## config.mk

```make
export PLATFORM = sky130hd
export DESIGN_NAME = dependency_topological_scheduler_top_flat
export DESIGN_NICKNAME = d
export VERILOG_FILES = /design/src/hw/rtl/dts_pkg.sv /design/src/hw/rtl/dts_in_if.sv /design/src/hw/rtl/dts_out_if.sv /design/src/hw/rtl/dts_ctrl.sv /design/src/hw/rtl/dts_dp.sv /design/src/hw/rtl/dependency_topological_scheduler_top.sv /design/src/flat_wrapper.sv
export SDC_FILE = /design/constraint.sdc
export NUM_CORES = 2
export LEC_CHECK = 0
export ABC_CLOCK_PERIOD_IN_PS = 6430
export BUFFER_PORTS_ARGS = -buffer_cell sky130_fd_sc_hd__buf_4
export CELL_PAD_IN_SITES_DETAIL_PLACEMENT = 0
export CELL_PAD_IN_SITES_GLOBAL_PLACEMENT = 1
export CORE_MARGIN = 2
export CORE_UTILIZATION = 25
export DETAILED_ROUTE_END_ITERATION = 8
export PLACE_DENSITY_LB_ADDON = 0.15
export SETUP_SLACK_MARGIN = 0.5
export SYNTH_ARGS = -nofsm -noshare
export SYNTH_HDL_FRONTEND = slang
export SYNTH_SLANG_ARGS = --single-unit
```

## constraint.sdc

```tcl
create_clock -name i_clk -period 6.43 [get_ports i_clk]
set_input_delay 0.3215 -clock i_clk [delete_from_list [all_inputs] [get_ports i_clk]]
set_output_delay 0.3215 -clock i_clk [all_outputs]
set_load 0.02 [all_outputs]
```

## src/hw/rtl/dts_pkg.sv

```systemverilog
// shared types and constants of the dependency scheduler
// no dependencies; used by the interfaces, controller, datapath and top level
package dts_pkg;

    // default sizes
    localparam int MAX_PASSES_DEF = 16;
    localparam int MAX_DEPS_DEF   = 32;
    localparam int KEY_BITS_DEF   = 16;

    // fixed field widths of the channels
    localparam int ACT_W  = 2;
    localparam int KIND_W = 2;
    localparam int IDX_W  = 4;
    localparam int DIAG_W = 3;
    localparam int SLOT_W = 5;
    localparam int CNT_W  = 5;

    // action codes
    localparam logic [ACT_W-1:0] ACT_DECL   = 2'd0;
    localparam logic [ACT_W-1:0] ACT_DEP    = 2'd1;
    localparam logic [ACT_W-1:0] ACT_FINISH = 2'd2;

    // result kinds
    localparam logic [KIND_W-1:0] KIND_SCHED   = 2'd0;
    localparam logic [KIND_W-1:0] KIND_DIAG    = 2'd1;
    localparam logic [KIND_W-1:0] KIND_LEFT    = 2'd2;
    localparam logic [KIND_W-1:0] KIND_SUMMARY = 2'd3;

    // diagnostic codes
    localparam logic [DIAG_W-1:0] DIAG_NONE     = 3'd0;
    localparam logic [DIAG_W-1:0] DIAG_ID_MISS  = 3'd1;
    localparam logic [DIAG_W-1:0] DIAG_DUP      = 3'd2;
    localparam logic [DIAG_W-1:0] DIAG_REF_MISS = 3'd3;
    localparam logic [DIAG_W-1:0] DIAG_UNKNOWN  = 3'd4;
    localparam logic [DIAG_W-1:0] DIAG_SELF     = 3'd5;
    localparam logic [DIAG_W-1:0] DIAG_CYCLE    = 3'd6;
    localparam logic [DIAG_W-1:0] DIAG_OVERFLOW = 3'd7;

    // controller states
    typedef enum logic [5:0] {
        T_IDLE, T_DISPATCH,
        T_D_CHK, T_D_OVF, T_D_MISS, T_D_RD, T_D_CMP, T_D_DUP, T_D_WR,
        T_A_CHK, T_A_KRD, T_A_OVF, T_A_WR,
        T_F_CLR,
        T_R_RD, T_R_TAKE, T_R_SRD, T_R_SCMP, T_R_KEYD, T_R_DIAG, T_R_DEGRD, T_R_EDGE,
        T_R_NEXT,
        T_Q_RD, T_Q_PUSH,
        T_K_POP, T_K_CUR, T_K_EMIT, T_K_SRD, T_K_CHK, T_K_DEC, T_K_END,
        T_C_RD, T_C_CHK, T_C_EMIT, T_SUM
    } t_state;

    // datapath micro-operations
    typedef enum logic [4:0] {
        OP_NONE, OP_LOAD, OP_KEY_SCAN_RD, OP_KEY_SCAN_CMP, OP_DECL_WR,
        OP_KEY_RD_LAST, OP_DEP_WR, OP_DEG_CLR, OP_S_ZERO, OP_DEP_RD,
        OP_DEP_TAKE, OP_KEY_RD_CONS, OP_DEG_RD_CONS, OP_EDGE_WR, OP_S_INC,
        OP_I_ZERO, OP_DEG_RD_I, OP_FIFO_PUSH_I, OP_FIFO_RD, OP_CUR_TAKE,
        OP_DEG_RD_CQ, OP_DEC, OP_I_INC
    } t_op;

    // result beats the datapath can form
    typedef enum logic [3:0] {
        EM_NONE, EM_OVF_DECL, EM_ID_MISS, EM_DUP, EM_OVF_DEP, EM_DEP_DIAG,
        EM_SCHED, EM_CYCLE, EM_LEFT, EM_SUMMARY
    } t_emit;

    typedef struct packed {
        logic  in_ready;
        t_op   op;
        t_emit emit;
    } t_cmd;

    typedef struct packed {
        logic             in_fire;
        logic [ACT_W-1:0] act;
        logic             is_out;
        logic             pcnt_zero;
        logic             pcnt_full;
        logic             dcnt_full;
        logic             tgt_zero;
        logic             i_lt_p;
        logic             found;
        logic             p_eq_cons;
        logic             s_lt_d;
        logic             rq_zero;
        logic             head_lt_tail;
        logic             sched_lt_p;
        logic             edge_hit;
        logic             dq_nz;
        logic             out_free;
    } t_status;

endpackage

```

## src/hw/rtl/dts_in_if.sv

```systemverilog
// input channel of the dependency scheduler: valid, ready and the request fields
// depends on dts_pkg
interface dts_in_if #(
    parameter int KEY_BITS = dts_pkg::KEY_BITS_DEF
);
    logic                      valid;
    logic                      ready;
    logic [dts_pkg::ACT_W-1:0] action;
    logic [KEY_BITS-1:0]       pass_key;
    logic [KEY_BITS-1:0]       ref_key;
    logic                      ref_is_pass_output;

    modport source (output valid, action, pass_key, ref_key, ref_is_pass_output,
                    input ready);
    modport sink   (input valid, action, pass_key, ref_key, ref_is_pass_output,
                    output ready);
endinterface

```

## src/hw/rtl/dts_out_if.sv

```systemverilog
// output channel of the dependency scheduler: valid, ready and the result fields
// depends on dts_pkg
interface dts_out_if #(
    parameter int KEY_BITS = dts_pkg::KEY_BITS_DEF
);
    logic                       valid;
    logic                       ready;
    logic [dts_pkg::KIND_W-1:0] kind;
    logic [dts_pkg::IDX_W-1:0]  pass_index;
    logic [KEY_BITS-1:0]        pass_key_out;
    logic [dts_pkg::DIAG_W-1:0] diag_code;
    logic [dts_pkg::SLOT_W-1:0] dep_slot;
    logic [dts_pkg::CNT_W-1:0]  scheduled_count;
    logic                       success;
    logic                       last;

    modport source (output valid, kind, pass_index, pass_key_out, diag_code, dep_slot,
                    scheduled_count, success, last, input ready);
    modport sink   (input valid, kind, pass_index, pass_key_out, diag_code, dep_slot,
                    scheduled_count, success, last, output ready);
endinterface

```

## src/hw/rtl/dts_ctrl.sv

```systemverilog
// controller state machine of the dependency scheduler
// depends on dts_pkg; drives datapath commands from datapath status
module dts_ctrl (
    input  logic             i_clk,
    input  logic             i_rst_n,
    input  dts_pkg::t_status i_status,
    output dts_pkg::t_cmd    o_cmd
);
    dts_pkg::t_state  r_state;
    dts_pkg::t_state  n_state;
    dts_pkg::t_status st;

    assign st = i_status;

    always_ff @(posedge i_clk) begin
        if (!i_rst_n) begin
            r_state <= dts_pkg::T_IDLE;
        end else begin
            r_state <= n_state;
        end
    end

    // next state
    always_comb begin
        n_state = r_state;
        unique case (r_state)
            dts_pkg::T_IDLE:     if (st.in_fire) n_state = dts_pkg::T_DISPATCH;
            dts_pkg::T_DISPATCH: begin
                priority case (st.act)
                    dts_pkg::ACT_DECL:   n_state = dts_pkg::T_D_CHK;
                    dts_pkg::ACT_DEP:    n_state = dts_pkg::T_A_CHK;
                    dts_pkg::ACT_FINISH: n_state = dts_pkg::T_F_CLR;
                    default:             n_state = dts_pkg::T_IDLE;
                endcase
            end
            dts_pkg::T_D_CHK: begin
                priority if (st.pcnt_full) n_state = dts_pkg::T_D_OVF;
                else if (st.tgt_zero)      n_state = dts_pkg::T_D_MISS;
                else                       n_state = dts_pkg::T_D_RD;
            end
            dts_pkg::T_D_OVF:  if (st.out_free) n_state = dts_pkg::T_IDLE;
            dts_pkg::T_D_MISS: if (st.out_free) n_state = dts_pkg::T_D_WR;
            dts_pkg::T_D_RD: begin
                priority if (st.found)   n_state = dts_pkg::T_D_DUP;
                else if (st.i_lt_p)      n_state = dts_pkg::T_D_CMP;
                else                     n_state = dts_pkg::T_D_WR;
            end
            dts_pkg::T_D_CMP:  n_state = dts_pkg::T_D_RD;
            dts_pkg::T_D_DUP:  if (st.out_free) n_state = dts_pkg::T_D_WR;
            dts_pkg::T_D_WR:   n_state = dts_pkg::T_IDLE;
            dts_pkg::T_A_CHK: begin
                priority if (!st.is_out || st.pcnt_zero) n_state = dts_pkg::T_IDLE;
                else if (st.dcnt_full)                   n_state = dts_pkg::T_A_KRD;
                else                                     n_state = dts_pkg::T_A_WR;
            end
            dts_pkg::T_A_KRD:  n_state = dts_pkg::T_A_OVF;
            dts_pkg::T_A_OVF:  if (st.out_free) n_state = dts_pkg::T_IDLE;
            dts_pkg::T_A_WR:   n_state = dts_pkg::T_IDLE;
            dts_pkg::T_F_CLR:  if (!st.i_lt_p) n_state = dts_pkg::T_R_RD;
            dts_pkg::T_R_RD:   n_state = st.s_lt_d ? dts_pkg::T_R_TAKE : dts_pkg::T_Q_RD;
            dts_pkg::T_R_TAKE: n_state = st.rq_zero ? dts_pkg::T_R_KEYD : dts_pkg::T_R_SRD;
            dts_pkg::T_R_SRD: begin
                priority if (st.found)
                    n_state = st.p_eq_cons ? dts_pkg::T_R_KEYD : dts_pkg::T_R_DEGRD;
                else if (st.i_lt_p) n_state = dts_pkg::T_R_SCMP;
                else                n_state = dts_pkg::T_R_KEYD;
            end
            dts_pkg::T_R_SCMP:  n_state = dts_pkg::T_R_SRD;
            dts_pkg::T_R_KEYD:  n_state = dts_pkg::T_R_DIAG;
            dts_pkg::T_R_DIAG:  if (st.out_free) n_state = dts_pkg::T_R_NEXT;
            dts_pkg::T_R_DEGRD: n_state = dts_pkg::T_R_EDGE;
            dts_pkg::T_R_EDGE:  n_state = dts_pkg::T_R_NEXT;
            dts_pkg::T_R_NEXT:  n_state = dts_pkg::T_R_RD;
            dts_pkg::T_Q_RD:    n_state = st.i_lt_p ? dts_pkg::T_Q_PUSH : dts_pkg::T_K_POP;
            dts_pkg::T_Q_PUSH:  n_state = dts_pkg::T_Q_RD;
            dts_pkg::T_K_POP:
                n_state = st.head_lt_tail ? dts_pkg::T_K_CUR : dts_pkg::T_K_END;
            dts_pkg::T_K_CUR:   n_state = dts_pkg::T_K_EMIT;
            dts_pkg::T_K_EMIT:  if (st.out_free) n_state = dts_pkg::T_K_SRD;
            dts_pkg::T_K_SRD:   n_state = st.s_lt_d ? dts_pkg::T_K_CHK : dts_pkg::T_K_POP;
            dts_pkg::T_K_CHK:   n_state = st.edge_hit ? dts_pkg::T_K_DEC : dts_pkg::T_K_SRD;
            dts_pkg::T_K_DEC:   n_state = dts_pkg::T_K_SRD;
            dts_pkg::T_K_END: begin
                priority if (!st.sched_lt_p) n_state = dts_pkg::T_SUM;
                else if (st.out_free)        n_state = dts_pkg::T_C_RD;
                else                         n_state = dts_pkg::T_K_END;
            end
            dts_pkg::T_C_RD:   n_state = st.i_lt_p ? dts_pkg::T_C_CHK : dts_pkg::T_SUM;
            dts_pkg::T_C_CHK:  n_state = st.dq_nz ? dts_pkg::T_C_EMIT : dts_pkg::T_C_RD;
            dts_pkg::T_C_EMIT: if (st.out_free) n_state = dts_pkg::T_C_RD;
            dts_pkg::T_SUM:    if (st.out_free) n_state = dts_pkg::T_IDLE;
            default:           n_state = dts_pkg::T_IDLE;
        endcase
    end

    // commands
    always_comb begin
        o_cmd.in_ready = 1'b0;
        o_cmd.op       = dts_pkg::OP_NONE;
        o_cmd.emit     = dts_pkg::EM_NONE;
        unique case (r_state)
            dts_pkg::T_IDLE: begin
                o_cmd.in_ready = 1'b1;
                if (st.in_fire) o_cmd.op = dts_pkg::OP_LOAD;
            end
            dts_pkg::T_D_OVF:  if (st.out_free) o_cmd.emit = dts_pkg::EM_OVF_DECL;
            dts_pkg::T_D_MISS: if (st.out_free) o_cmd.emit = dts_pkg::EM_ID_MISS;
            dts_pkg::T_D_RD:   if (!st.found && st.i_lt_p) o_cmd.op = dts_pkg::OP_KEY_SCAN_RD;
            dts_pkg::T_D_CMP:  o_cmd.op = dts_pkg::OP_KEY_SCAN_CMP;
            dts_pkg::T_D_DUP:  if (st.out_free) o_cmd.emit = dts_pkg::EM_DUP;
            dts_pkg::T_D_WR:   o_cmd.op = dts_pkg::OP_DECL_WR;
            dts_pkg::T_A_KRD:  o_cmd.op = dts_pkg::OP_KEY_RD_LAST;
            dts_pkg::T_A_OVF:  if (st.out_free) o_cmd.emit = dts_pkg::EM_OVF_DEP;
            dts_pkg::T_A_WR:   o_cmd.op = dts_pkg::OP_DEP_WR;
            dts_pkg::T_F_CLR:
                o_cmd.op = st.i_lt_p ? dts_pkg::OP_DEG_CLR : dts_pkg::OP_S_ZERO;
            dts_pkg::T_R_RD:
                o_cmd.op = st.s_lt_d ? dts_pkg::OP_DEP_RD : dts_pkg::OP_I_ZERO;
            dts_pkg::T_R_TAKE: o_cmd.op = dts_pkg::OP_DEP_TAKE;
            dts_pkg::T_R_SRD:  if (!st.found && st.i_lt_p) o_cmd.op = dts_pkg::OP_KEY_SCAN_RD;
            dts_pkg::T_R_SCMP: o_cmd.op = dts_pkg::OP_KEY_SCAN_CMP;
            dts_pkg::T_R_KEYD: o_cmd.op = dts_pkg::OP_KEY_RD_CONS;
            dts_pkg::T_R_DIAG: if (st.out_free) o_cmd.emit = dts_pkg::EM_DEP_DIAG;
            dts_pkg::T_R_DEGRD: o_cmd.op = dts_pkg::OP_DEG_RD_CONS;
            dts_pkg::T_R_EDGE: o_cmd.op = dts_pkg::OP_EDGE_WR;
            dts_pkg::T_R_NEXT: o_cmd.op = dts_pkg::OP_S_INC;
            dts_pkg::T_Q_RD:   if (st.i_lt_p) o_cmd.op = dts_pkg::OP_DEG_RD_I;
            dts_pkg::T_Q_PUSH: o_cmd.op = dts_pkg::OP_FIFO_PUSH_I;
            dts_pkg::T_K_POP:  if (st.head_lt_tail) o_cmd.op = dts_pkg::OP_FIFO_RD;
            dts_pkg::T_K_CUR:  o_cmd.op = dts_pkg::OP_CUR_TAKE;
            dts_pkg::T_K_EMIT: if (st.out_free) o_cmd.emit = dts_pkg::EM_SCHED;
            dts_pkg::T_K_SRD:  if (st.s_lt_d) o_cmd.op = dts_pkg::OP_DEP_RD;
            dts_pkg::T_K_CHK:
                o_cmd.op = st.edge_hit ? dts_pkg::OP_DEG_RD_CQ : dts_pkg::OP_S_INC;
            dts_pkg::T_K_DEC:  o_cmd.op = dts_pkg::OP_DEC;
            dts_pkg::T_K_END:
                if (st.sched_lt_p && st.out_free) o_cmd.emit = dts_pkg::EM_CYCLE;
            dts_pkg::T_C_RD:   if (st.i_lt_p) o_cmd.op = dts_pkg::OP_DEG_RD_I;
            dts_pkg::T_C_CHK:
                o_cmd.op = st.dq_nz ? dts_pkg::OP_KEY_SCAN_RD : dts_pkg::OP_I_INC;
            dts_pkg::T_C_EMIT: if (st.out_free) o_cmd.emit = dts_pkg::EM_LEFT;
            dts_pkg::T_SUM:    if (st.out_free) o_cmd.emit = dts_pkg::EM_SUMMARY;
            default:           o_cmd.op = dts_pkg::OP_NONE;
        endcase
    end
endmodule

```

## src/hw/rtl/dts_dp.sv

```systemverilog
// datapath of the dependency scheduler: key, dependency, in-degree and ready memories,
// counters and the output register; depends on dts_pkg, dts_in_if and dts_out_if
module dts_dp #(
    parameter int MAX_PASSES = dts_pkg::MAX_PASSES_DEF,
    parameter int MAX_DEPS   = dts_pkg::MAX_DEPS_DEF,
    parameter int KEY_BITS   = dts_pkg::KEY_BITS_DEF
) (
    input  logic             i_clk,
    input  logic             i_rst_n,
    dts_in_if.sink           i_in,
    dts_out_if.source        o_out,
    input  dts_pkg::t_cmd    i_cmd,
    output dts_pkg::t_status o_status
);
    localparam int PI    = $clog2(MAX_PASSES);
    localparam int DI    = $clog2(MAX_DEPS);
    localparam int DEG_W = $clog2(MAX_DEPS + 1);
    localparam int IW    = dts_pkg::IDX_W;
    localparam int SW    = dts_pkg::SLOT_W;
    localparam int CW    = dts_pkg::CNT_W;

    // memories
    logic [KEY_BITS-1:0] m_key  [MAX_PASSES];
    logic [PI-1:0]       m_cons [MAX_DEPS];
    logic [KEY_BITS-1:0] m_ref  [MAX_DEPS];
    logic [PI:0]         m_prod [MAX_DEPS];
    logic [DEG_W-1:0]    m_deg  [MAX_PASSES];
    logic [PI-1:0]       m_fifo [MAX_PASSES];

    // registered read data
    logic [KEY_BITS-1:0] r_kq, r_rq;
    logic [PI-1:0]       r_cq, r_fq;
    logic [PI:0]         r_pq;
    logic [DEG_W-1:0]    r_dq;

    // control and working registers
    logic [dts_pkg::ACT_W-1:0] r_act;
    logic                      r_isout;
    logic [KEY_BITS-1:0]       r_tgt, r_ref;
    logic [PI:0]               r_i, r_pcnt, r_head, r_tail, r_sched;
    logic [DI:0]               r_s, r_dcnt;
    logic                      r_err, r_found;
    logic [PI-1:0]             r_p, r_cons, r_cur;

    // output register
    logic                       r_o_valid;
    logic [dts_pkg::KIND_W-1:0] r_o_kind;
    logic [IW-1:0]              r_o_idx;
    logic [KEY_BITS-1:0]        r_o_key;
    logic [dts_pkg::DIAG_W-1:0] r_o_code;
    logic [SW-1:0]              r_o_slot;
    logic [CW-1:0]              r_o_cnt;
    logic                       r_o_ok, r_o_last;

    logic                       out_free, key_rd;
    logic [PI:0]                pcnt_m1;
    logic [PI-1:0]              key_raddr, deg_raddr, deg_waddr, fifo_wdata;
    logic                       deg_rd, deg_we, fifo_we;
    logic [DEG_W-1:0]           deg_wdata;
    logic [dts_pkg::KIND_W-1:0] e_kind;
    logic [IW-1:0]              e_idx;
    logic [KEY_BITS-1:0]        e_key;
    logic [dts_pkg::DIAG_W-1:0] e_code, dep_code;
    logic [SW-1:0]              e_slot;
    logic                       e_err;

    assign out_free = !r_o_valid || o_out.ready;
    assign pcnt_m1  = r_pcnt - 1'b1;

    // key memory
    always_comb begin
        key_rd    = 1'b1;
        key_raddr = r_i[PI-1:0];
        unique case (i_cmd.op)
            dts_pkg::OP_KEY_SCAN_RD: key_raddr = r_i[PI-1:0];
            dts_pkg::OP_KEY_RD_LAST: key_raddr = pcnt_m1[PI-1:0];
            dts_pkg::OP_KEY_RD_CONS: key_raddr = r_cons;
            dts_pkg::OP_CUR_TAKE:    key_raddr = r_fq;
            default:                 key_rd    = 1'b0;
        endcase
    end

    always_ff @(posedge i_clk) begin
        if (i_cmd.op == dts_pkg::OP_DECL_WR) m_key[r_pcnt[PI-1:0]] <= r_tgt;
        if (key_rd) r_kq <= m_key[key_raddr];
    end

    // dependency memories
    always_ff @(posedge i_clk) begin
        if (i_cmd.op == dts_pkg::OP_DEP_WR) begin
            m_cons[r_dcnt[DI-1:0]] <= pcnt_m1[PI-1:0];
            m_ref[r_dcnt[DI-1:0]]  <= r_ref;
        end
        if (i_cmd.op == dts_pkg::OP_DEP_WR) begin
            m_prod[r_dcnt[DI-1:0]] <= '0;
        end else if (i_cmd.op == dts_pkg::OP_EDGE_WR) begin
            m_prod[r_s[DI-1:0]] <= {1'b1, r_p};
        end
        if (i_cmd.op == dts_pkg::OP_DEP_RD) begin
            r_cq <= m_cons[r_s[DI-1:0]];
            r_rq <= m_ref[r_s[DI-1:0]];
            r_pq <= m_prod[r_s[DI-1:0]];
        end
    end

    // in-degree memory and ready queue
    always_comb begin
        deg_rd     = 1'b1;
        deg_raddr  = r_i[PI-1:0];
        deg_we     = 1'b0;
        deg_waddr  = r_cons;
        deg_wdata  = '0;
        fifo_we    = 1'b0;
        fifo_wdata = r_i[PI-1:0];
        unique case (i_cmd.op)
            dts_pkg::OP_DEG_RD_CONS: deg_raddr = r_cons;
            dts_pkg::OP_DEG_RD_I:    deg_raddr = r_i[PI-1:0];
            dts_pkg::OP_DEG_RD_CQ:   deg_raddr = r_cq;
            default:                 deg_rd    = 1'b0;
        endcase
        unique case (i_cmd.op)
            dts_pkg::OP_DEG_CLR: begin
                deg_we    = 1'b1;
                deg_waddr = r_i[PI-1:0];
            end
            dts_pkg::OP_EDGE_WR: begin
                deg_we    = 1'b1;
                deg_wdata = r_dq + 1'b1;
            end
            dts_pkg::OP_DEC: begin
                deg_we     = (r_dq != '0);
                deg_wdata  = r_dq - 1'b1;
                fifo_we    = (r_dq == DEG_W'(1));
                fifo_wdata = r_cons;
            end
            dts_pkg::OP_FIFO_PUSH_I: fifo_we = (r_dq == '0);
            default:                 deg_we  = 1'b0;
        endcase
    end

    always_ff @(posedge i_clk) begin
        if (deg_we) m_deg[deg_waddr] <= deg_wdata;
        if (deg_rd) r_dq <= m_deg[deg_raddr];
        if (fifo_we) m_fifo[r_tail[PI-1:0]] <= fifo_wdata;
        if (i_cmd.op == dts_pkg::OP_FIFO_RD) r_fq <= m_fifo[r_head[PI-1:0]];
    end

    // result formation
    always_comb begin
        if (r_tgt == '0)  dep_code = dts_pkg::DIAG_REF_MISS;
        else if (!r_found) dep_code = dts_pkg::DIAG_UNKNOWN;
        else               dep_code = dts_pkg::DIAG_SELF;
    end

    always_comb begin
        e_kind = dts_pkg::KIND_DIAG;
        e_idx  = '0;
        e_key  = '0;
        e_code = dts_pkg::DIAG_NONE;
        e_slot = '0;
        e_err  = 1'b1;
        unique case (i_cmd.emit)
            dts_pkg::EM_OVF_DECL: begin
                e_key  = r_tgt;
                e_code = dts_pkg::DIAG_OVERFLOW;
            end
            dts_pkg::EM_ID_MISS: begin
                e_idx  = IW'(r_pcnt);
                e_code = dts_pkg::DIAG_ID_MISS;
            end
            dts_pkg::EM_DUP: begin
                e_idx  = IW'(r_pcnt);
                e_key  = r_tgt;
                e_code = dts_pkg::DIAG_DUP;
            end
            dts_pkg::EM_OVF_DEP: begin
                e_idx  = IW'(pcnt_m1);
                e_key  = r_kq;
                e_code = dts_pkg::DIAG_OVERFLOW;
            end
            dts_pkg::EM_DEP_DIAG: begin
                e_idx  = IW'(r_cons);
                e_key  = r_kq;
                e_code = dep_code;
                e_slot = SW'(r_s);
            end
            dts_pkg::EM_SCHED: begin
                e_kind = dts_pkg::KIND_SCHED;
                e_idx  = IW'(r_cur);
                e_key  = r_kq;
                e_err  = 1'b0;
            end
            dts_pkg::EM_CYCLE: e_code = dts_pkg::DIAG_CYCLE;
            dts_pkg::EM_LEFT: begin
                e_kind = dts_pkg::KIND_LEFT;
                e_idx  = IW'(r_i);
                e_key  = r_kq;
                e_err  = 1'b0;
            end
            dts_pkg::EM_SUMMARY: begin
                e_kind = dts_pkg::KIND_SUMMARY;
                e_err  = 1'b0;
            end
            default: e_err = 1'b0;
        endcase
    end

    always_ff @(posedge i_clk) begin
        if (i_cmd.emit != dts_pkg::EM_NONE) begin
            r_o_kind <= e_kind;
            r_o_idx  <= e_idx;
            r_o_key  <= e_key;
            r_o_code <= e_code;
            r_o_slot <= e_slot;
            r_o_cnt  <= (i_cmd.emit == dts_pkg::EM_SUMMARY) ? CW'(r_sched) : '0;
            r_o_ok   <= (i_cmd.emit == dts_pkg::EM_SUMMARY) && !r_err;
            r_o_last <= (i_cmd.emit == dts_pkg::EM_SUMMARY);
        end
    end

    // counters and control
    always_ff @(posedge i_clk) begin
        if (!i_rst_n) begin
            r_o_valid <= 1'b0;
            r_pcnt    <= '0;
            r_dcnt    <= '0;
            r_err     <= 1'b0;
            r_found   <= 1'b0;
            r_i       <= '0;
            r_s       <= '0;
            r_head    <= '0;
            r_tail    <= '0;
            r_sched   <= '0;
        end else begin
            if (i_cmd.emit != dts_pkg::EM_NONE) r_o_valid <= 1'b1;
            else if (o_out.ready)               r_o_valid <= 1'b0;

            if (fifo_we) r_tail <= r_tail + 1'b1;

            unique case (i_cmd.op)
                dts_pkg::OP_LOAD: begin
                    r_act   <= i_in.action;
                    r_tgt   <= i_in.pass_key;
                    r_ref   <= i_in.ref_key;
                    r_isout <= i_in.ref_is_pass_output;
                    r_i     <= '0;
                    r_s     <= '0;
                    r_found <= 1'b0;
                    r_head  <= '0;
                    r_tail  <= '0;
                    r_sched <= '0;
                end
                dts_pkg::OP_KEY_SCAN_CMP: begin
                    if (r_kq == r_tgt) begin
                        r_found <= 1'b1;
                        r_p     <= r_i[PI-1:0];
                    end
                    r_i <= r_i + 1'b1;
                end
                dts_pkg::OP_DECL_WR: r_pcnt <= r_pcnt + 1'b1;
                dts_pkg::OP_DEP_WR:  r_dcnt <= r_dcnt + 1'b1;
                dts_pkg::OP_DEP_TAKE: begin
                    r_cons  <= r_cq;
                    r_tgt   <= r_rq;
                    r_i     <= '0;
                    r_found <= 1'b0;
                end
                dts_pkg::OP_S_ZERO:      r_s <= '0;
                dts_pkg::OP_S_INC:       r_s <= r_s + 1'b1;
                dts_pkg::OP_I_ZERO:      r_i <= '0;
                dts_pkg::OP_DEG_CLR,
                dts_pkg::OP_FIFO_PUSH_I,
                dts_pkg::OP_I_INC:       r_i <= r_i + 1'b1;
                dts_pkg::OP_FIFO_RD:     r_head <= r_head + 1'b1;
                dts_pkg::OP_CUR_TAKE:    r_cur <= r_fq;
                dts_pkg::OP_DEG_RD_CQ:   r_cons <= r_cq;
                dts_pkg::OP_DEC:         r_s <= r_s + 1'b1;
                default: ;
            endcase

            if (e_err) r_err <= 1'b1;
            unique case (i_cmd.emit)
                dts_pkg::EM_SCHED: begin
                    r_sched <= r_sched + 1'b1;
                    r_s     <= '0;
                end
                dts_pkg::EM_CYCLE: r_i <= '0;
                dts_pkg::EM_LEFT:  r_i <= r_i + 1'b1;
                dts_pkg::EM_SUMMARY: begin
                    r_pcnt <= '0;
                    r_dcnt <= '0;
                    r_err  <= 1'b0;
                end
                default: ;
            endcase
        end
    end

    // status
    always_comb begin
        o_status.in_fire      = i_in.valid && i_cmd.in_ready;
        o_status.act          = r_act;
        o_status.is_out       = r_isout;
        o_status.pcnt_zero    = (r_pcnt == '0);
        o_status.pcnt_full    = (r_pcnt == (PI+1)'(MAX_PASSES));
        o_status.dcnt_full    = (r_dcnt == (DI+1)'(MAX_DEPS));
        o_status.tgt_zero     = (r_tgt == '0);
        o_status.i_lt_p       = (r_i < r_pcnt);
        o_status.found        = r_found;
        o_status.p_eq_cons    = (r_p == r_cons);
        o_status.s_lt_d       = (r_s < r_dcnt);
        o_status.rq_zero      = (r_rq == '0);
        o_status.head_lt_tail = (r_head < r_tail);
        o_status.sched_lt_p   = (r_sched < r_pcnt);
        o_status.edge_hit     = r_pq[PI] && (r_pq[PI-1:0] == r_cur);
        o_status.dq_nz        = (r_dq != '0);
        o_status.out_free     = out_free;
    end

    assign i_in.ready            = i_cmd.in_ready;
    assign o_out.valid           = r_o_valid;
    assign o_out.kind            = r_o_kind;
    assign o_out.pass_index      = r_o_idx;
    assign o_out.pass_key_out    = r_o_key;
    assign o_out.diag_code       = r_o_code;
    assign o_out.dep_slot        = r_o_slot;
    assign o_out.scheduled_count = r_o_cnt;
    assign o_out.success         = r_o_ok;
    assign o_out.last            = r_o_last;
endmodule

```

## src/hw/rtl/dependency_topological_scheduler_top.sv

```systemverilog
// top level of the dependency scheduler: controller plus datapath
// depends on dts_pkg, dts_in_if, dts_out_if, dts_ctrl and dts_dp
//
// channel  | dir | beat fields
// ---------+-----+-------------------------------------------------------------
// i_in     | in  | action, pass_key, ref_key, ref_is_pass_output
// o_out    | out | kind, pass_index, pass_key_out, diag_code, dep_slot,
//          |     | scheduled_count, success, last
//
// one request beat at a time; ready is high only while the controller is idle
// declare: the key table is scanned one entry at a time through its single read port
// finish: the one-port key, dependency and in-degree memories are walked one entry at a time
// synchronous active-low reset clears the counters and the output valid flag; the
//   in-degree table is cleared entry by entry at the start of every finish
// a stalled output holds its beat; the controller waits in its emit state
module dependency_topological_scheduler_top #(
    parameter int MAX_PASSES = dts_pkg::MAX_PASSES_DEF,
    parameter int MAX_DEPS   = dts_pkg::MAX_DEPS_DEF,
    parameter int KEY_BITS   = dts_pkg::KEY_BITS_DEF
) (
    input  logic      i_clk,
    input  logic      i_rst_n,
    dts_in_if.sink    i_in,
    dts_out_if.source o_out
);
    // command and status between controller and datapath
    dts_pkg::t_cmd    cmd;
    dts_pkg::t_status status;

    dts_ctrl u_ctrl (
        .i_clk    (i_clk),
        .i_rst_n  (i_rst_n),
        .i_status (status),
        .o_cmd    (cmd)
    );

    dts_dp #(
        .MAX_PASSES (MAX_PASSES),
        .MAX_DEPS   (MAX_DEPS),
        .KEY_BITS   (KEY_BITS)
    ) u_dp (
        .i_clk    (i_clk),
        .i_rst_n  (i_rst_n),
        .i_in     (i_in),
        .o_out    (o_out),
        .i_cmd    (cmd),
        .o_status (status)
    );

    // a result is formed only when the output register can take it
    a_emit_free: assert property (@(posedge i_clk) disable iff (!i_rst_n)
        cmd.emit != dts_pkg::EM_NONE |-> status.out_free)
        else $error("result formed over a pending beat");

    // no result is formed while requests are taken
    a_idle_quiet: assert property (@(posedge i_clk) disable iff (!i_rst_n)
        i_in.ready |-> cmd.emit == dts_pkg::EM_NONE)
        else $error("result formed while idle");

    // after a request beat the block is busy
    a_busy: assert property (@(posedge i_clk) disable iff (!i_rst_n)
        i_in.valid && i_in.ready |=> !i_in.ready)
        else $error("request taken twice in a row");

    // the closing flag rides only on the summary
    a_last_summary: assert property (@(posedge i_clk) disable iff (!i_rst_n)
        o_out.valid && o_out.last |-> o_out.kind == dts_pkg::KIND_SUMMARY)
        else $error("last on a non-summary beat");
endmodule
```

## src/flat_wrapper.sv

```systemverilog
// flat-port wrapper written by rule: the top's interface ports become plain ports
module dependency_topological_scheduler_top_flat 
#(
    parameter int MAX_PASSES = dts_pkg::MAX_PASSES_DEF,
    parameter int MAX_DEPS   = dts_pkg::MAX_DEPS_DEF,
    parameter int KEY_BITS   = dts_pkg::KEY_BITS_DEF
)
  (i_clk, i_rst_n, i_in_valid, i_in_action, i_in_pass_key, i_in_ref_key, i_in_ref_is_pass_output, i_in_ready, o_out_valid, o_out_kind, o_out_pass_index, o_out_pass_key_out, o_out_diag_code, o_out_dep_slot, o_out_scheduled_count, o_out_success, o_out_last, o_out_ready);
  dts_in_if #(.KEY_BITS(KEY_BITS)) i_in_i ();
  dts_out_if #(.KEY_BITS(KEY_BITS)) o_out_i ();
  input  logic i_clk;
  input  logic i_rst_n;
  input wire logic [$bits(i_in_i.valid)-1:0] i_in_valid;
  input wire logic [$bits(i_in_i.action)-1:0] i_in_action;
  input wire logic [$bits(i_in_i.pass_key)-1:0] i_in_pass_key;
  input wire logic [$bits(i_in_i.ref_key)-1:0] i_in_ref_key;
  input wire logic [$bits(i_in_i.ref_is_pass_output)-1:0] i_in_ref_is_pass_output;
  output wire logic [$bits(i_in_i.ready)-1:0] i_in_ready;
  output wire logic [$bits(o_out_i.valid)-1:0] o_out_valid;
  output wire logic [$bits(o_out_i.kind)-1:0] o_out_kind;
  output wire logic [$bits(o_out_i.pass_index)-1:0] o_out_pass_index;
  output wire logic [$bits(o_out_i.pass_key_out)-1:0] o_out_pass_key_out;
  output wire logic [$bits(o_out_i.diag_code)-1:0] o_out_diag_code;
  output wire logic [$bits(o_out_i.dep_slot)-1:0] o_out_dep_slot;
  output wire logic [$bits(o_out_i.scheduled_count)-1:0] o_out_scheduled_count;
  output wire logic [$bits(o_out_i.success)-1:0] o_out_success;
  output wire logic [$bits(o_out_i.last)-1:0] o_out_last;
  input wire logic [$bits(o_out_i.ready)-1:0] o_out_ready;
  assign i_in_i.valid = i_in_valid;
  assign i_in_i.action = i_in_action;
  assign i_in_i.pass_key = i_in_pass_key;
  assign i_in_i.ref_key = i_in_ref_key;
  assign i_in_i.ref_is_pass_output = i_in_ref_is_pass_output;
  assign i_in_ready = i_in_i.ready;
  assign o_out_valid = o_out_i.valid;
  assign o_out_kind = o_out_i.kind;
  assign o_out_pass_index = o_out_i.pass_index;
  assign o_out_pass_key_out = o_out_i.pass_key_out;
  assign o_out_diag_code = o_out_i.diag_code;
  assign o_out_dep_slot = o_out_i.dep_slot;
  assign o_out_scheduled_count = o_out_i.scheduled_count;
  assign o_out_success = o_out_i.success;
  assign o_out_last = o_out_i.last;
  assign o_out_i.ready = o_out_ready;
  dependency_topological_scheduler_top #(.MAX_PASSES(MAX_PASSES), .MAX_DEPS(MAX_DEPS), .KEY_BITS(KEY_BITS)) u_core (.i_clk(i_clk), .i_rst_n(i_rst_n), .i_in(i_in_i), .o_out(o_out_i));
endmodule
```

Word-level counts from Yosys, hierarchy flattened
Memory sizes are Yosys's and may differ from the RTL's. A register that Yosys moved wholly into a read port is not among the register bits.
Index checks and enable logic that the tools add are counted.
{"block": "word_totals", "register_bits": 130, "ramBits": 1216, "inputBits": 39, "out_inout_bits": 39, "n_memories": 6}
{"name": "u_core.u_dp.m_ref", "words": 32, "word_bits": 16, "read_ports": 1, "rd_clocked_by_memory_dff": 1, "wr": 1, "line_no": "dts_dp.sv:25", "source": "logic [KEY_BITS-1:0] m_ref [MAX_DEPS];"}
{"name": "u_core.u_dp.m_key", "words": 16, "word_bits": 16, "read_ports": 1, "rd_clocked_by_memory_dff": 1, "wr": 1, "line_no": "dts_dp.sv:23", "source": "logic [KEY_BITS-1:0] m_key [MAX_PASSES];"}
{"name": "u_core.u_dp.m_prod", "words": 32, "word_bits": 5, "read_ports": 1, "rd_clocked_by_memory_dff": 1, "wr": 1, "line_no": "dts_dp.sv:26", "source": "logic [PI:0] m_prod [MAX_DEPS];"}
{"name": "u_core.u_dp.m_cons", "words": 32, "word_bits": 4, "read_ports": 1, "rd_clocked_by_memory_dff": 1, "wr": 1, "line_no": "dts_dp.sv:24", "source": "logic [PI-1:0] m_cons [MAX_DEPS];"}
{"name": "u_core.u_dp.m_deg", "words": 16, "word_bits": 6, "read_ports": 1, "rd_clocked_by_memory_dff": 1, "wr": 1, "line_no": "dts_dp.sv:27", "source": "logic [DEG_W-1:0] m_deg [MAX_PASSES];"}
{"name": "u_core.u_dp.m_fifo", "words": 16, "word_bits": 4, "read_ports": 1, "rd_clocked_by_memory_dff": 1, "wr": 1, "line_no": "dts_dp.sv:28", "source": "logic [PI-1:0] m_fifo [MAX_PASSES];"}
{"block": "op_classes", "add_sub_neg": 10, "n_lt_le_gt_ge": 4, "eq_ne": 82, "mux": 90, "n_bitwise": 1, "n_reduce_logical": 56}
{"cell": "case mux 6 bit (31 select lines)", "n": 1}
{"cell": "case mux 5 bit (21 select lines)", "n": 1}
{"cell": "== test 6 x 5 -> 1 bit, second input constant", "n": 16}
{"cell": "case mux 16 bit (2 select lines)", "n": 2}
{"cell": "2-to-1 mux 6 bit", "n": 9}
{"cell": "== test 6 x 4 -> 1 bit, second input constant", "n": 8}
{"cell": "2-to-1 mux 5 bit", "n": 9}
{"cell": "== test 5 x 4 -> 1 bit, second input constant", "n": 8}
{"cell": "== test 5 bit, second input constant", "n": 8}
{"cell": "2-to-1 mux 3 bit", "n": 12}
{"cell": "2-to-1 mux 4 bit", "n": 9}
{"cell": "case mux 4 bit (9 select lines)", "n": 1}
{"cell": "zero test 16 bit", "n": 2}
{"cell": "== test 6 bit, second input constant", "n": 5}
{"cell": "case mux 5 bit (2 select lines)", "n": 3}
{"cell": "OR reduction 2 bit", "n": 15}
{"cell": "adder 5 x 1 -> 5 bit, second input constant", "n": 5}
{"cell": "== test 6 x 3 -> 1 bit, second input constant", "n": 4}
{"cell": "2-to-1 mux 1 bit", "n": 24}
{"cell": "case mux 4 bit (3 select lines)", "n": 2}
{"cell": "case mux 6 bit (2 select lines)", "n": 2}
{"cell": "== test 5 x 3 -> 1 bit, second input constant", "n": 4}
{"cell": "case mux 4 bit (5 select lines)", "n": 1}
{"cell": "adder 6 x 1 -> 6 bit, second input constant", "n": 3}
{"cell": "other kinds (40)", "n": 89}

Longest topological paths before layout
{"block": "logic_depth", "depth_word": 11, "depth_mapped": 12, "ltp_nobuf": 10}

Modules after synthesis
Synthesis repeated with hierarchy kept, for this count alone.
{"block": "unflattened", "cells_unflattened": 3240, "area_unflattened_um2": 57043.5}
{"module": "dts_dp", "instances": 1, "cells_per_inst": 3024, "area_each_um2": 55534.5}
{"module": "dts_ctrl", "instances": 1, "cells_per_inst": 216, "area_each_um2": 1508.9}

Worst setup path before layout
Ideal clock, no wire load.
{"block": "synth_path", "path_kind": "register -> register", "from": "reg u_core.u_dp.r_dcnt[2]", "to": "reg u_core.u_dp.r_cq[0] (read register of u_core.u_dp.m_cons), enable pin", "setup_time_ns": 0.479, "t_arrival_ns": 4.894, "setup_slack_ns": 1.057, "path_stages_with_launch": 10, "cell_sequence": "dfxtp_1 -> clkbuf_1 -> inv_1 -> ha_1 -> a21oi_1 -> o21ai_0 -> a221oi_2 -> a211oi_1 -> or4_4 -> nor4b_1"}
{"block": "synth_between", "elab_chain_cells": 4}
{"item": "start: declaration", "line_no": "dts_dp.sv:41", "source": "logic [DI:0] r_s, r_dcnt;"}
{"item": "start signal: assignment", "line_no": "dts_dp.sv:261", "source": "dts_pkg::OP_DEP_WR: r_dcnt <= r_dcnt + 1'b1;"}
{"item": "< comparator 6 bit (*)", "line_no": "dts_dp.sv:311", "source": "o_status.s_lt_d = (r_s < r_dcnt);"}
{"item": "2-to-1 mux 4 bit / 2-to-1 mux 3 bit (equally long branches)", "line_no": "dts_ctrl.sv:132, dts_ctrl.sv:118"}
{"item": "case mux 5 bit (21 select lines) (*)", "line_no": "dts_ctrl.sv:101", "source": "unique case (r_state)"}
{"item": "== test 5 x 4 -> 1 bit (*)", "line_no": "dts_dp.sv:99", "source": "if (i_cmd.op == dts_pkg::OP_DEP_RD) begin"}
{"item": "end: declaration", "line_no": "dts_dp.sv:32", "source": "logic [PI-1:0] r_cq, r_fq;"}
Mark *: on every way between the ends. The rest lies on a longest branch, timed or not.
A chain may end at the register's enable or synchronous reset.

Worst setup path in the final report
{"block": "layout_path", "from": "reg u_core.u_dp.r_pcnt[0]", "to": "reg u_core.u_dp.r_kq[7] (read register of u_core.u_dp.m_key) (data pin)"}
{"item": "start: declaration", "line_no": "dts_dp.sv:40", "source": "logic [PI:0] r_i, r_pcnt, r_head, r_tail, r_sched;"}
{"item": "start signal: assignment", "line_no": "dts_dp.sv:260", "source": "dts_pkg::OP_DECL_WR: r_pcnt <= r_pcnt + 1'b1;"}
{"item": "subtractor 4 x 1 -> 4 bit", "line_no": "dts_dp.sv:68", "source": "assign pcnt_m1 = r_pcnt - 1'b1;"}
{"item": "net u_core.u_dp.pcnt_m1[0]", "line_no": "dts_dp.sv:56", "source": "logic [PI:0] pcnt_m1;"}
{"item": "case mux 4 bit (3 select lines)", "line_no": "dts_dp.sv:74", "source": "unique case (i_cmd.op)"}
{"item": "end: declaration", "line_no": "dts_dp.sv:31", "source": "logic [KEY_BITS-1:0] r_kq, r_rq;"}
The timed path passes the listed nets, and every way through them passes these cells.

==> summary.txt <==
GRT
  • Vias in the first global route: 31,030
  • First-pass GRT wire length: 241,100 um
  • Total GRT Usage: 14.55%
  • Pin count of the biggest net entering global routing: 129
  • Initial antenna violation count: 10
  • Congestion Overflow GR: 0

Setup path
  • FF-to-FF Start: u_core.u_dp.r_pcnt[0]
  • FF-to-FF setup slack: 2.34 ns
  • Slowest CP cell: and2_1
  • Critical-path cell list: inv_1 -> ha_1 -> xor2_2 -> a22o_1 -> a221oi_4 -> and2_1 -> a32oi_1 -> nand4_1 -> o221ai_1
  • Critical path's top delay family: compound AO/OA/AOI/OAI gates
  • CP Data Arrival Time: 4.61 ns
  • Worst Path Max Fanout: 35
  • CP peak stage delay: 0.72 ns
  • CP bufs+invs: 1
  • Worst setup SP type: flip-flop
  • Crit end category: flip-flop
  • Reg-to-reg endpoint: u_core.u_dp.r_kq[7]
  • CP required: 6.95 ns
  • Worst r2r path cells: 9
  • Setup CP Type: flip-flop to flip-flop
  • Critical Path Stages: 9

Min path
  • Worst hold path depth: 3
  • Worst Hold End: u_core.u_dp.o_out.valid
  • Hold Path Class: input pin to flip-flop
  • Hold path start: o_out_ready

Place
  • I/O Buffers: 77
  • GP Congestion: 0.8057
  • Post-DP HPWL: 102,600 um
  • Dpl cell area: 61,300 um^2
  • Cells after DPL: 6,267

Layout
  • Most common cell after layout, fill and taps aside: edfxtp_1
  • Area growth, synth to finish: 17.87%
  • Final instance area: 66,860 um^2
  • Share of layout cells above drive strength 1: 22.42%
  • Finished Layout Cells: 6,602
  • Fin util: 29.70%
  • Commonest cells after routing, fill and taps aside: edfxtp_1, nand2_1, mux4_2, buf_4, clkbuf_16
  • NumNets Final: 3,555

Timing
  • Slew @ Worst Pin: 1.247 ns
  • TNS Setup: 0 ns
  • Final-report max-slew violation count: 0
  • Min cycle time layout: 4.093 ns
  • RSZ-0062 raised after global routing: false
  • Final hold vios: 0
  • F_max: 244.3 MHz
  • Relative slew slack: 16.88%
  • Final period util: 63.66%
  • Clock skew: 0.02901 ns
  • Final setup fails: 0

Die
  • I/O pins: 78
  • Initial Util: 25.20%
  • Die width: 480.3 um
  • Die H: 480.3 um
  • Core Region: 225,100 um^2
  • Total die area: 230,700 um^2
  • Cell row count: 174

Synth
  • Synth Cell Area: 56,720 um^2
  • Seq/Total Area, Yosys: 73.15%
  • Synth Warn #: 0
  • Asr flop ratio synth: 0%
  • Most used flip-flop cell after synthesis: edfxtp_1
  • Syn_nets: 3,352
  • #FFs+latches synth: 1,397
  • Post-Synthesis Cells: 3,273
  • Netlist cell types: 93
  • Syn avg cell area: 17.33 um^2
  • Post-synth EDFFs: 1,351

Power
  • Total net switching power: 5.346 mW
  • Cell Int Power: 16.15 mW
  • Switch share: 24.87%
  • Comb power frac: 8.4%
  • Static Leak: 20.87 nW
  • Tot Pwr: 21.50 mW
  • PwrDens: 321.5 nW/um^2
  • Reg power frac: 49.6%
  • Peak VDD IR: 0.2607 mV
  • Clock group share of total power: 42.0%

Route
  • Post-DR wirelength/cell: 25.61 um
  • Initial DRC count: 2,672
  • DRT antenna net count: 0
  • Wirelength, routed: 169,100 um
  • Via density per instance: 4.552
  • Pre-antenna DRT Iters: 6
  • # DRC: 0
  • Via Count: 30,050

Clock network
  • Clock sink total: 1,397
  • Post-CTS setup buffers: 0
  • H-tree Lvls: 4
  • Clock tree buffer depth: 3
  • CTS Hold Buffers Added: 37
  • CTS buffer count: 162
  • Clock latency at the later pin of the worst-skew pair: 0.80 ns
  • PostCTS Resize Cnt: 0
  • Root Buffer: clkbuf_16
  • Worst-path clk slew: 0.06 ns
  • CTS tree: built

Run status
  • Outcome: finished, final reports clean

Job
  • # Max-Cap Violations: 0
[worst register-to-register path: cells and delay by family (launching register included)]
kind	cells	cell delay [ns]
AOI/OAI and AO/OA	4	1.01
xor gates and xnor gates	1	0.16
adders and majority gates	1	0.51
buffers and inverters	1	0.65
DFF	1	0.58
and+or+nand+nor	2	0.91
[layout make-up]
type                    count  area, um^2
inverters                  39       146.4
diodes                      2       5.005
fillers                 22290      158300
repair buffers            220        1782
well taps                2992        3744
clock inverters            84       844.6
flip-flops and latches   1397       41510
clock buffers             212        4334
multi-input cells        1656       14500
[synth_stat cells, drive strengths merged (19+ instances only)]
library cell  number  area share (%)
a21oi             43            0.39
a22o              19            0.29
a32oi             37            0.57
and3              26            0.29
buf               95            0.96
clkbuf            86            0.57
dfxtp             46             1.6
edfxtp          1351              72
ha                40            0.88
inv               38            0.25
mux2              27            0.54
mux2i             51            0.90
mux4             270              11
nand2            439             2.9
nand3             97            0.86
nand4             28            0.32
nor2             188             1.3
nor3              32            0.32
nor4              22            0.28
o21ai             70            0.62
xnor2             21            0.32
xor2              25            0.39
[how the worst max path moves through the flow]
stage                                        start                        to  slack, ns
after global routing         u_core.u_dp.r_pcnt[0]       u_core.u_dp.r_kq[7]       2.06
after global placement       u_core.u_dp.r_pcnt[2]       u_core.u_dp.r_kq[6]       2.29
after detailed placement     u_core.u_dp.r_pcnt[0]      u_core.u_dp.r_kq[15]       2.30
final                        u_core.u_dp.r_pcnt[0]       u_core.u_dp.r_kq[7]       2.34
after CTS                 u_core.u_ctrl.r_state[3]  u_core.u_dp.m_prod[6][0]       2.31
after floorplan              u_core.u_dp.r_dcnt[2]       u_core.u_dp.r_cq[0]       1.06
[routing by layer]
layer  share of wire, %  track usage (%)  vias up
met3                3.8            2.400      199
met4                2.1            3.639        0
li1                   -                -    13410
met1                 46            19.86    15850
met5                  0                0        -
met2                 49            24.02      596
[through the flow]
step | setup WS [ns] | hold WS [ns]
3_3_place_gp | 2.287 | 0.4691
2_1_floorplan | 1.057 | 0.4204
5_1_grt | 2.064 | 0.08899
6_report | 2.337 | 0.1022
3_5_place_dp | 2.301 | 0.4800
4_1_cts | 2.314 | 0.02625
[registers in the layout, indices dropped and copies added, names as in the netlist, 6 cells and up]
name	count
u_core.u_dp.r_tgt	16
u_core.u_dp.m_deg	96
u_core.u_dp.r_dq	6
u_core.u_dp.m_ref	512
u_core.u_dp.m_cons	128
u_core.u_dp.r_s	6
u_core.u_dp.r_kq	16
u_core.u_ctrl.r_state	6
u_core.u_dp.r_rq	16
u_core.u_dp.m_prod	160
u_core.u_dp.r_dcnt	6
u_core.u_dp.m_fifo	64
u_core.u_dp.o_out.pass_key_out	16
u_core.u_dp.m_key	256
u_core.u_dp.r_ref	16
[cells by family after synthesis]
logic type	synth area share, %
flip-flops	73.15
buffers and inverters	1.785
XOR/XNOR	0.7103
adder cells (fa/ha/maj)	0.8824
multiplexers	12.16
AND/OR/NAND/NOR	7.575
AO/OA/AOI/OAI	3.743
[power by group through the flow]
stage / clock, mW / combinational (mW) / sequential, mW
after CTS: 9.35 / 1.84 / 10.7
final: 9.04 / 1.80 / 10.7
after global placement: 0 / 1.82 / 10.9
after detailed placement: 0 / 1.81 / 10.9
after floorplan: 0 / 0.979 / 10.8
after global routing: 9.70 / 1.96 / 10.7
No activity file was read; power rests on OpenSTA's default activity.
